`src/rtl/core/tlpq_pkg.sv`:
```
// Shared constants and types of the three-level priority queue.
package tlpq_pkg;

  // Capacity of the whole queue, summed over all levels
  localparam int unsigned QueueDepth = 16;
  localparam int unsigned NumLevels  = 3;

  localparam int unsigned IdW     = 16;
  localparam int unsigned LevelW  = 2;
  localparam int unsigned StatusW = 2;
  localparam int unsigned IdxW    = 2;
  localparam int unsigned PtrW    = (QueueDepth > 1) ? $clog2(QueueDepth) : 1;
  localparam int unsigned CntW    = $clog2(QueueDepth + 1);

  // Each level owns one ring of 2**PtrW words; the level index forms the upper bits
  localparam int unsigned RamAddrW = PtrW + IdxW;
  localparam int unsigned RamDepth = NumLevels * (1 << PtrW);

  typedef enum logic {
    MODE_ADD  = 1'b0,
    MODE_TAKE = 1'b1
  } mode_e;

  typedef enum logic [StatusW-1:0] {
    STAT_ADDED = 2'd0,
    STAT_TAKEN = 2'd1,
    STAT_EMPTY = 2'd2,
    STAT_FULL  = 2'd3
  } status_e;

  typedef enum logic {
    S_IDLE = 1'b0,
    S_TAKE = 1'b1
  } state_e;

endpackage

```
`src/rtl/core/tlpq_ram.sv`:
```
// Single-port synchronous RAM with registered read data.
module tlpq_ram #(
  parameter int unsigned DataW = 16,
  parameter int unsigned Depth = 48,
  parameter int unsigned AddrW = 6
) (
  input  logic             clk_i,
  input  logic             en_i,
  input  logic             we_i,
  input  logic [AddrW-1:0] addr_i,
  input  logic [DataW-1:0] wdata_i,
  output logic [DataW-1:0] rdata_o
);

  logic [DataW-1:0] mem_q [Depth];

  // Write on enable with we, otherwise read into the output register
  always_ff @(posedge clk_i) begin
    if (en_i) begin
      if (we_i) begin
        mem_q[addr_i] <= wdata_i;
      end else begin
        rdata_o <= mem_q[addr_i];
      end
    end
  end

endmodule

```
`src/rtl/core/three_level_priority_queue_top.sv`:
```
// Top level of the three-level priority queue: level rings, pointers and result register.
//
// Input channel (in_valid_i / in_stall_o): mode_i 0 adds item_id_i at level urgency_i
// (1 most urgent, 0 treated as 1), mode_i 1 takes the most urgent waiting word,
// oldest first within a level. Each input word yields exactly one result word on
// the output channel (out_valid_o / out_stall_i): status_o, taken_id_o, taken_level_o.
// Storage is one single-port RAM split into three rings, one per level, with head,
// tail and count registers per level; the total fill is capped at QueueDepth.
// For an add, a full add and a take on an empty queue the result word is registered
// at the edge that accepts the input. A successful take first registers the RAM read
// data and enters the read-back state, which then loads the result word from it.
// No new input word is accepted while a take is in its read-back state.
// Reset empties the queue (all counts and pointers clear); RAM contents stay as
// they were and are never read before being written again.
// While a result waits under out_stall_i, in_stall_o stays high; the result
// payload holds until it is taken.
module three_level_priority_queue_top (
  input  logic                        clk_i,
  input  logic                        rst_ni,
  input  logic                        in_valid_i,
  output logic                        in_stall_o,
  input  logic                        mode_i,
  input  logic [tlpq_pkg::IdW-1:0]    item_id_i,
  input  logic [tlpq_pkg::LevelW-1:0] urgency_i,
  output logic                        out_valid_o,
  input  logic                        out_stall_i,
  output logic [tlpq_pkg::StatusW-1:0] status_o,
  output logic [tlpq_pkg::IdW-1:0]    taken_id_o,
  output logic [tlpq_pkg::LevelW-1:0] taken_level_o
);

  tlpq_pkg::state_e state_q, state_d;

  logic [tlpq_pkg::PtrW-1:0] head_q [tlpq_pkg::NumLevels];
  logic [tlpq_pkg::PtrW-1:0] tail_q [tlpq_pkg::NumLevels];
  logic [tlpq_pkg::CntW-1:0] cnt_q  [tlpq_pkg::NumLevels];
  logic [tlpq_pkg::CntW-1:0] occ_q;
  logic [tlpq_pkg::IdxW-1:0] take_idx_q;

  logic                          out_valid_q;
  tlpq_pkg::status_e             status_q;
  logic [tlpq_pkg::IdW-1:0]      out_id_q;
  logic [tlpq_pkg::LevelW-1:0]   out_level_q;

  logic                          out_free;
  logic                          accept;
  logic                          is_full;
  logic                          is_empty;
  logic                          add_ok;
  logic                          take_ok;
  logic                          load_imm;
  logic                          load_take;
  tlpq_pkg::status_e             imm_status;
  logic [tlpq_pkg::IdxW-1:0]     in_idx;
  logic [tlpq_pkg::IdxW-1:0]     take_idx;
  logic [tlpq_pkg::PtrW-1:0]     tail_sel;
  logic [tlpq_pkg::PtrW-1:0]     head_sel;
  logic [tlpq_pkg::RamAddrW-1:0] ram_addr;
  logic [tlpq_pkg::IdW-1:0]      ram_rdata;
  logic [tlpq_pkg::CntW+1:0]     occ_sum;

  // Advance a ring pointer, wrapping at the capacity
  function automatic logic [tlpq_pkg::PtrW-1:0] ptr_inc(input logic [tlpq_pkg::PtrW-1:0] p);
    logic [tlpq_pkg::PtrW-1:0] r;
    if (p == tlpq_pkg::PtrW'(tlpq_pkg::QueueDepth - 1)) begin
      r = '0;
    end else begin
      r = p + 1'b1;
    end
    return r;
  endfunction

  // Map the urgency field onto a ring index; zero counts as the most urgent level
  always_comb begin
    case (urgency_i) inside
      2'd0, 2'd1: in_idx = 2'd0;
      2'd2:       in_idx = 2'd1;
      default:    in_idx = 2'd2;
    endcase
  end

  // Pick the most urgent non-empty level
  always_comb begin
    if (cnt_q[0] != '0) begin
      take_idx = 2'd0;
    end else if (cnt_q[1] != '0) begin
      take_idx = 2'd1;
    end else begin
      take_idx = 2'd2;
    end
  end

  assign tail_sel = tail_q[in_idx];
  assign head_sel = head_q[take_idx];
  assign is_full  = (occ_q == tlpq_pkg::CntW'(tlpq_pkg::QueueDepth));
  assign is_empty = (occ_q == '0);
  assign out_free = !out_valid_q || !out_stall_i;

  // Handshake and result-load control
  always_comb begin
    in_stall_o = !((state_q == tlpq_pkg::S_IDLE) && out_free);
    load_take  = (state_q == tlpq_pkg::S_TAKE) && out_free;
  end

  assign accept   = in_valid_i && !in_stall_o;
  assign add_ok   = accept && (mode_i == tlpq_pkg::MODE_ADD) && !is_full;
  assign take_ok  = accept && (mode_i == tlpq_pkg::MODE_TAKE) && !is_empty;
  assign load_imm = accept && !take_ok;

  always_comb begin
    if (mode_i == tlpq_pkg::MODE_TAKE) begin
      imm_status = tlpq_pkg::STAT_EMPTY;
    end else if (is_full) begin
      imm_status = tlpq_pkg::STAT_FULL;
    end else begin
      imm_status = tlpq_pkg::STAT_ADDED;
    end
  end

  // Next state
  always_comb begin
    state_d = state_q;
    case (state_q)
      tlpq_pkg::S_IDLE: begin
        if (take_ok) begin
          state_d = tlpq_pkg::S_TAKE;
        end
      end
      tlpq_pkg::S_TAKE: begin
        if (out_free) begin
          state_d = tlpq_pkg::S_IDLE;
        end
      end
      default: state_d = tlpq_pkg::S_IDLE;
    endcase
  end

  always_ff @(posedge clk_i or negedge rst_ni) begin
    if (!rst_ni) begin
      state_q <= tlpq_pkg::S_IDLE;
    end else begin
      state_q <= state_d;
    end
  end

  // Write at the tail of the add level, read at the head of the take level
  assign ram_addr = add_ok ? {in_idx, tail_sel} : {take_idx, head_sel};

  tlpq_ram #(
    .DataW(tlpq_pkg::IdW),
    .Depth(tlpq_pkg::RamDepth),
    .AddrW(tlpq_pkg::RamAddrW)
  ) u_ram (
    .clk_i  (clk_i),
    .en_i   (add_ok || take_ok),
    .we_i   (add_ok),
    .addr_i (ram_addr),
    .wdata_i(item_id_i),
    .rdata_o(ram_rdata)
  );

  // Update pointers and counts at acceptance
  always_ff @(posedge clk_i or negedge rst_ni) begin
    if (!rst_ni) begin
      for (int i = 0; i < tlpq_pkg::NumLevels; i++) begin
        head_q[i] <= '0;
        tail_q[i] <= '0;
        cnt_q[i]  <= '0;
      end
      occ_q      <= '0;
      take_idx_q <= '0;
    end else begin
      if (add_ok) begin
        tail_q[in_idx] <= ptr_inc(tail_sel);
        cnt_q[in_idx]  <= cnt_q[in_idx] + 1'b1;
        occ_q          <= occ_q + 1'b1;
      end else if (take_ok) begin
        head_q[take_idx] <= ptr_inc(head_sel);
        cnt_q[take_idx]  <= cnt_q[take_idx] - 1'b1;
        occ_q            <= occ_q - 1'b1;
        take_idx_q       <= take_idx;
      end
    end
  end

  // Result register valid flag
  always_ff @(posedge clk_i or negedge rst_ni) begin
    if (!rst_ni) begin
      out_valid_q <= 1'b0;
    end else if (load_imm || load_take) begin
      out_valid_q <= 1'b1;
    end else if (!out_stall_i) begin
      out_valid_q <= 1'b0;
    end
  end

  // Result register payload: immediate status or the word read back
  always_ff @(posedge clk_i) begin
    if (load_take) begin
      status_q    <= tlpq_pkg::STAT_TAKEN;
      out_id_q    <= ram_rdata;
      out_level_q <= take_idx_q + 1'b1;
    end else if (load_imm) begin
      status_q    <= imm_status;
      out_id_q    <= '0;
      out_level_q <= '0;
    end
  end

  assign out_valid_o   = out_valid_q;
  assign status_o      = status_q;
  assign taken_id_o    = out_id_q;
  assign taken_level_o = out_level_q;

  assign occ_sum = (tlpq_pkg::CntW+2)'(cnt_q[0]) + (tlpq_pkg::CntW+2)'(cnt_q[1])
                 + (tlpq_pkg::CntW+2)'(cnt_q[2]);

`ifndef NO_ASSERTIONS
  // Total fill matches the per-level counts
  a_occ_sum: assert property (@(posedge clk_i) disable iff (!rst_ni)
    occ_sum == (tlpq_pkg::CntW+2)'(occ_q))
    else $error("occupancy differs from the sum of level counts");

  // Fill never exceeds capacity
  a_occ_max: assert property (@(posedge clk_i) disable iff (!rst_ni)
    occ_q <= tlpq_pkg::CntW'(tlpq_pkg::QueueDepth))
    else $error("occupancy above capacity");

  // A successful take always leads to the read-back state
  a_take_state: assert property (@(posedge clk_i) disable iff (!rst_ni)
    take_ok |=> state_q == tlpq_pkg::S_TAKE)
    else $error("take did not enter read-back state");

  // Leaving the read-back state presents a taken result
  a_take_result: assert property (@(posedge clk_i) disable iff (!rst_ni)
    load_take |=> out_valid_q && status_q == tlpq_pkg::STAT_TAKEN && out_level_q != '0)
    else $error("read-back did not produce a taken result");
`endif

endmodule
```
`config.mk`:
```
export PLATFORM = sky130hd
export DESIGN_NAME = three_level_priority_queue_top
export DESIGN_NICKNAME = d
export VERILOG_FILES = /design/src/rtl/core/tlpq_pkg.sv /design/src/rtl/core/tlpq_ram.sv /design/src/rtl/core/three_level_priority_queue_top.sv
export SDC_FILE = /design/constraint.sdc
export NUM_CORES = 1
export LEC_CHECK = 0
export BUFFER_PORTS_ARGS = -buffer_cell sky130_fd_sc_hd__buf_2
export CAP_MARGIN = 25
export CORE_UTILIZATION = 57
export DETAILED_ROUTE_END_ITERATION = 8
export GPL_ROUTABILITY_DRIVEN = 0
export HOLD_SLACK_MARGIN = 0.12
export PLACE_DENSITY = 0.73
export SLEW_MARGIN = 20
export SYNTH_ARGS = -nofsm -noshare
export SYNTH_HDL_FRONTEND = slang
export SYNTH_SLANG_ARGS = --single-unit
```
`constraint.sdc`:
```
create_clock -name clk_i -period 7.08 [get_ports clk_i]
set_input_delay 0.354 -clock clk_i [delete_from_list [all_inputs] [get_ports clk_i]]
set_output_delay 0.354 -clock clk_i [all_outputs]
set_load 0.02 [all_outputs]
```
; Word level (Yosys, flattened, before mapping)
; Memory sizes are Yosys's and may differ from the RTL's. A register that Yosys moved wholly into a read port is not among the register bits.
; Index checks and enable logic that the tools add are counted.
[word_totals]
regBits = 68
input_bits = 23
ram_bits = 768
wordCells = 119
memories = 1
out_inout_bits = 22
[classes]
bitwise = 5
eq_ne = 6
n_lt_le_gt_ge = 4
n_reduce_logical = 28
n_mux = 52
addsub = 7
[memory_table]
columns = memory, words, width, rd, rd_clocked_by_memory_dff, wr, line_no
row1 = u_ram.mem_q, 48, 16, 1, 1, 1, tlpq_ram.sv:15  ; logic [DataW-1:0] mem_q [Depth];
[op_table]
columns = op, count
row1 = 4-bit 2-to-1 mux, 11
row2 = 5-bit 2-to-1 mux, 8
row3 = 16-bit 2-to-1 mux, 2
row4 = 15-bit bitwise mux, 2
row5 = 15-bit 2-to-1 mux, 2
row6 = 12-bit bitwise mux, 2
row7 = 5-bit binary-select mux with 2-bit select, 2
row8 = 5-bit demux with 2-bit select, 2
row9 = 4-bit binary-select mux with 2-bit select, 2
row10 = 4-bit demux with 2-bit select, 2
row11 = 2-bit 2-to-1 mux, 8
row12 = "5-bit by 1-bit adder with 5-bit output, second input constant", 2
row13 = 1-bit logical AND, 10
row14 = 5-bit nonzero test, 2
row15 = "5-bit by 1-bit subtractor with 5-bit output, second input constant", 2
row16 = "4-bit by 1-bit adder with 4-bit output, second input constant", 2
row17 = "4-bit equality test, second input constant", 2
row18 = 1-bit 2-to-1 mux, 7
row19 = "3-bit >= comparator, second input constant", 2
row20 = 1-bit logical NOT, 6
row21 = "3-bit by 1-bit < comparator with 1-bit output, second input constant", 2
row22 = 6-bit 2-to-1 mux, 1
row23 = 2-bit inverter with 3-bit output, 2
row24 = "5-bit equality test, second input constant", 1
row25 = other kinds (12), 18

; Longest topological paths before layout
[logic_depth]
depth_word = 12
depth_mapped = 14
depth_no_buf = 10

; By module
; A second synthesis with hierarchy kept.
[hier_totals]
hier_cells = 1980
area_unflattened_um2 = 33837.5
[modules_own_cells]
columns = mod, instances, cells_each, seq_area_each_um2, area_each_um2
row1 = tlpq_ram, 1, 1621, 23542.6, 30262.8
row2 = three_level_priority_queue_top, 1, 359, 1781.7, 3574.7

; Worst setup path before layout
; Ideal clock, no wire load.
[synth_timing]
kind = register -> register
startpoint = register occ_q[1] (netlist name)
endpoint = memory u_ram.mem_q[13][0] (enable)
required_time_ps = 6692
n_path_buf = 1
setup_time_ps = 388
period_less_slack_ps = 3924
path_stages_with_launch = 9
path_slack_ps = 3156
arrival_ps = 3536
cell_sequence = dfrtp_1 -> or4_4 -> o2111a_4 -> clkinv_8 -> mux2_2 -> a211oi_1 -> buf_2 -> nand2_1 -> nor2_1
[synth_between]
elab_chain_cells = 6
word_cells_on_any_way = 11
cone_classes = eq/ne: 1 / mux: 4 / reduce/logical: 6
[synth_rtl]
columns = item, line_no
row1 = start: declaration, three_level_priority_queue_top.sv:37  ; logic [tlpq_pkg::CntW-1:0] occ_q;
row2 = start signal: assignment, three_level_priority_queue_top.sv:176  ; occ_q <= occ_q + 1'b1;
row3 = start signal: assignment, three_level_priority_queue_top.sv:180  ; occ_q <= occ_q - 1'b1;
row4 = 5-bit equality test or 5-bit logical NOT (tied branches), "three_level_priority_queue_top.sv:95, three_level_priority_queue_top.sv:96"
row5 = 1-bit logical NOT (on tied branches), "three_level_priority_queue_top.sv:106, three_level_priority_queue_top.sv:107"
row6 = 1-bit logical AND (on tied branches), "three_level_priority_queue_top.sv:106, three_level_priority_queue_top.sv:107"
row7 = 1-bit 2-to-1 mux or 1-bit logical OR (tied branches), "tlpq_ram.sv:20, three_level_priority_queue_top.sv:155"
row8 = 1-bit 2-to-1 mux, tlpq_ram.sv:19  ; if (en_i) begin
row9 = 1-bit 2-to-1 mux (implied by the code), tlpq_ram.sv:21  ; mem_q[addr_i] <= wdata_i;
row10 = end: declaration, tlpq_ram.sv:15
; Parallel ways exist; a longest one is shown, timed or not.

; Worst setup path after layout
[layout_timing]
startpoint = register state_q
endpoint = register u_ram.rdata_o[13], read port of u_ram.mem_q (data pin)
[layout_between]
elab_chain_cells = 7
word_cells_on_any_way = 11
cone_classes = mux: 1 / bitwise: 2 / reduce/logical: 8
[layout_rtl]
columns = item, line_no
row1 = start: declaration, three_level_priority_queue_top.sv:32  ; tlpq_pkg::state_e state_q, state_d;
row2 = start signal: assignment, three_level_priority_queue_top.sv:140  ; state_q <= tlpq_pkg::S_IDLE;
row3 = start signal: assignment, three_level_priority_queue_top.sv:142  ; state_q <= state_d;
row4 = 1-bit inverter *, n/a
row5 = 1-bit logical AND *, three_level_priority_queue_top.sv:101  ; in_stall_o = !((state_q == tlpq_pkg::S_IDLE) && out_free);
row6 = 1-bit logical AND *, three_level_priority_queue_top.sv:105  ; assign accept = in_valid_i && !in_stall_o;
row7 = 1-bit logical AND (on tied branches) (2 in a row), "three_level_priority_queue_top.sv:106, three_level_priority_queue_top.sv:107"
row8 = 1-bit logical OR or 1-bit inverter (tied branches), n/a
row9 = 2-bit AND reduction (no line), n/a
row10 = end: declaration, tlpq_ram.sv:12  ; output logic [DataW-1:0] rdata_o
; Mark *: on every way between the ends. The rest lies on a longest branch, timed or not.
; A chain may end at the register's enable or synchronous reset.

==> out/metrics.cfg <==
[logic_synthesis]
synthesis.area_um2=33900
syn_avg_cell_area_um2=15.8
yosysWarningCount=0
yosys.cell_types.count=79
synthArstFlopShare_pct=5.63
synth_edf_count=802
ys_top_cells_by_area=edfxtp_1 71%, dfrtp_1 3.5%, mux2i_1 3.5%
netlist.area_leader.share_pct=71.1
synth_fp_nets=2179
synthCells=2148
synth-main-ff-cell=edfxtp_1
yosysTopAreaCell=edfxtp_1
ys_ff_latch=852
ys_seq_area_share_pct=74.7

[drt]
first_iter_violations=3161
dr_total_vias=20700
route.detailed.drc=0
wl_um=89900
wl_per_cell_um=29.1
vias_per_cell=6.71
postRouteAntennaNets=0
first_pass_iters=9

[clock_tree]
clkTransAtPathRegs_ns=0.06
cts_made_buffers=83
htreeDepth=3
insertion_delay_ns=0.64
clock_path_buffers=3
cts_root_buffer=clkbuf_16
ctsResizeCount=0
clock_sinks=852
cts_tree=yes

[final_layout]
fin_util_pct=64.7
drive_gt1_share_pct=15.2
nets=2281
syn_to_final_growth_pct=12.4

[worst_setup_path]
cp-start-kind=register
path_class=reg2reg
critical_path.endpoint_type=register
cp.required_ns=7.59
crit_fanout=88
cp_data_arrival_time_ns=5.86

[power]
p_per_area_nw_per_um2=429
ir_worst_vdd_mv=0.329
p_leak_nw=12.9

[floorplanning]
die_area_um2=60400
die_w_um=246
row_count=89
core_area_um2=58900
start_util_pct=57.5
io_pins=45
die_h_um=246

[global_route]
grt_overflow=0
grt.total_usage_pct=30.0
grt_pass1_vias=19800
grt_pass1_wl_um=131000
antenna_found_initial=6
grt_max_degree=89

[timing]
hold_ws_ns=0.146
rsz0062_at_grt=no
worstMarginPinSlew_ns=1.09
finalCritPeriodShare_pct=75.6
relSlewSlack_pct=27.4
setup_viol=0
max_freq_mhz=187
fin_worst_skew_ns=0.0214
min_period_ns=5.35
timing_max_transition_violations_final=0
fin_tns_setup_ns=0
final-hold-violation-count=0

[run]
cap_violations=0

[place]
io_buffers=44
dp_hpwl_um=53400

[min_path]
hold_class=in2reg

[run_status]
status=finished clean

-- metrics by stage --
| step | worst slack (ns) | power (W) | area [um2] | cells |
|---|---|---|---|---|
| floorplan | 3.16 | 0.00991 | 33900 | 2148 |
| global placement | 1.91 | 0.0118 | 35100 | 2918 |
| detailed placement | 1.81 | 0.0120 | 35200 | 2920 |
| CTS | 1.81 | 0.0162 | 37800 | 3076 |
| global route | 1.57 | 0.0168 | 38100 | 3090 |
| finish | 1.73 | 0.0163 | 38100 | 3090 |
-- cell families (layout without fill, tap and decap cells) --
group                    after synthesis  in the layout  synth area share (%)
AO/OA/AOI/OAI                        510            510                  11.0
XOR/XNOR                              16             16                 0.413
adder cells (fa/ha/maj)                8              8                 0.317
buffers and inverters                130            298                  1.92
flip-flops                           852            852                  74.7
multiplexers                         184            184                  5.83
other                                  0              1                     0
AND/OR/NAND/NOR                      448            448                  5.80
-- worst paths after layout --
| kind | from | endpoint | slack (ns) | cells past startpoint |
|---|---|---|---|---|
| worst min register to register | status_o[1]$_SDFFE_PP0P_ | status_o[1]$_SDFFE_PP0P_ | 0.46 | 2 |
| worst min-delay path | item_id_i[12] | u_ram.mem_q[9][12]$_DFFE_PP_ | 0.15 | 1 |
| min in group asynchronous | rst_ni | cnt_q[1]$_DFFE_PN0P_ | 0.24 | 2 |
| worst max register to register | state_q$_DFF_PN0_ | u_ram.rdata_o[13]$_DFFE_PP_ | 1.73 | 11 |
| max in group asynchronous | rst_ni | cnt_q[13]$_DFFE_PN0P_ | 6.30 | 3 |
| worst max-delay path | state_q$_DFF_PN0_ | u_ram.rdata_o[13]$_DFFE_PP_ | 1.73 | 11 |
-- Yosys cell counts, types with 4 or more instances --
cell,count
dfrtp_1,48
nor3_1,9
ha_1,7
o211ai_1,16
a21o_1,9
buf_6,8
and3_1,20
o21ai_1,10
buf_1,9
o211a_1,12
a221oi_1,32
xnor2_1,13
a221o_1,14
o2bb2ai_1,31
a2bb2oi_1,8
a31oi_1,25
mux2_2,54
inv_1,8
buf_4,7
a32oi_1,4
o22ai_1,32
a211oi_1,31
a222oi_1,20
nand3_1,33
a21oi_1,79
clkbuf_1,47
a22oi_1,33
a211o_1,7
edfxtp_1,802
mux2i_1,120
or4_1,10
nand2_1,251
o21ai_0,74
a22o_1,35
a311o_1,4
nor2_1,97
a32o_1,8
a21boi_0,6
buf_2,50
-- flip-flops by register name, indices dropped and copies added (netlist names) --
signal,count
head_q,12
state_q,1
out_valid_o,1
u_ram.rdata_o,16
taken_level_o,2
taken_id_o,16
take_idx_q,2
status_o,2
cnt_q,15
occ_q,5
u_ram.mem_q,768
tail_q,12
-- worst max-delay path, cell delays in order, from the launching register on --
cell and delay, ns:
dfrtp_1 0.54, a21oi_2 0.32, o2111a_4 0.43, clkinv_8 0.17, o211ai_1 0.36, nand2_8 0.57
nor3_4 0.81, buf_4 0.62, a221o_1 0.29, a211oi_1 0.09, a211oi_1 0.68, or4_1 0.20
-- layer usage --
metal	part of all wire [%]	vias up	GRT usage, %
li1	-	8709	-
met1	37	10400	41.1
met2	46	1452	46.3
met3	12	231	7.09
met4	4.0	2	12.5
met5	0.014	-	0
-- final cells by class --
class | instances | area [um2]
repair buffers | 138 | 1140
well taps | 773 | 967
fillers | 3961 | 20800
multi-input cells | 1166 | 8010
flip-flops and latches | 852 | 25300
diodes | 1 | 2.50
inverters | 9 | 46.3
clock inverters | 46 | 384
clock buffers | 105 | 2210
-- power by group --
part	switching, W	leakage [nW]	internal (W)
Combinational	0.00407	3.75	0.00202
Clock	0.00185	1.27	0.00240
Sequential	0.000191	7.84	0.00581
Total	0.00611	12.9	0.0102
-- placed cells by master (no fill, tap or decap), types with 6 or more instances in the layout --
cell type,n
edfxtp_1,802
nand2_1,250
mux2i_1,120
nor2_1,92
clkbuf_16,85
a21oi_1,79
o21ai_0,74
buf_4,74
mux2_2,54
dfrtp_1,48
buf_2,43
a22o_1,35
nand3_1,33
o22ai_1,32
a221oi_1,32
a22oi_1,32
o2bb2ai_1,31
a211oi_1,29
a31oi_1,25
and3_1,20
a222oi_1,20
clkbuf_1,19
clkinv_2,17
o211ai_1,16
a221o_1,14
clkinv_1,14
xnor2_1,13
o211a_1,12
or4_1,10
a21o_1,9
o21ai_1,9
buf_12,9
inv_1,8
a32o_1,8
a2bb2oi_1,8
a211o_1,7
ha_1,7
a21boi_0,6
nor3_1,6
-- what timing repair did --
action                                 4_1_cts  5_1_grt
endpoints found under the hold margin       48        0
buffers inserted                             0        0
hold buffers                                 5        0
Note: power is estimated with default switching activity, not from simulation.
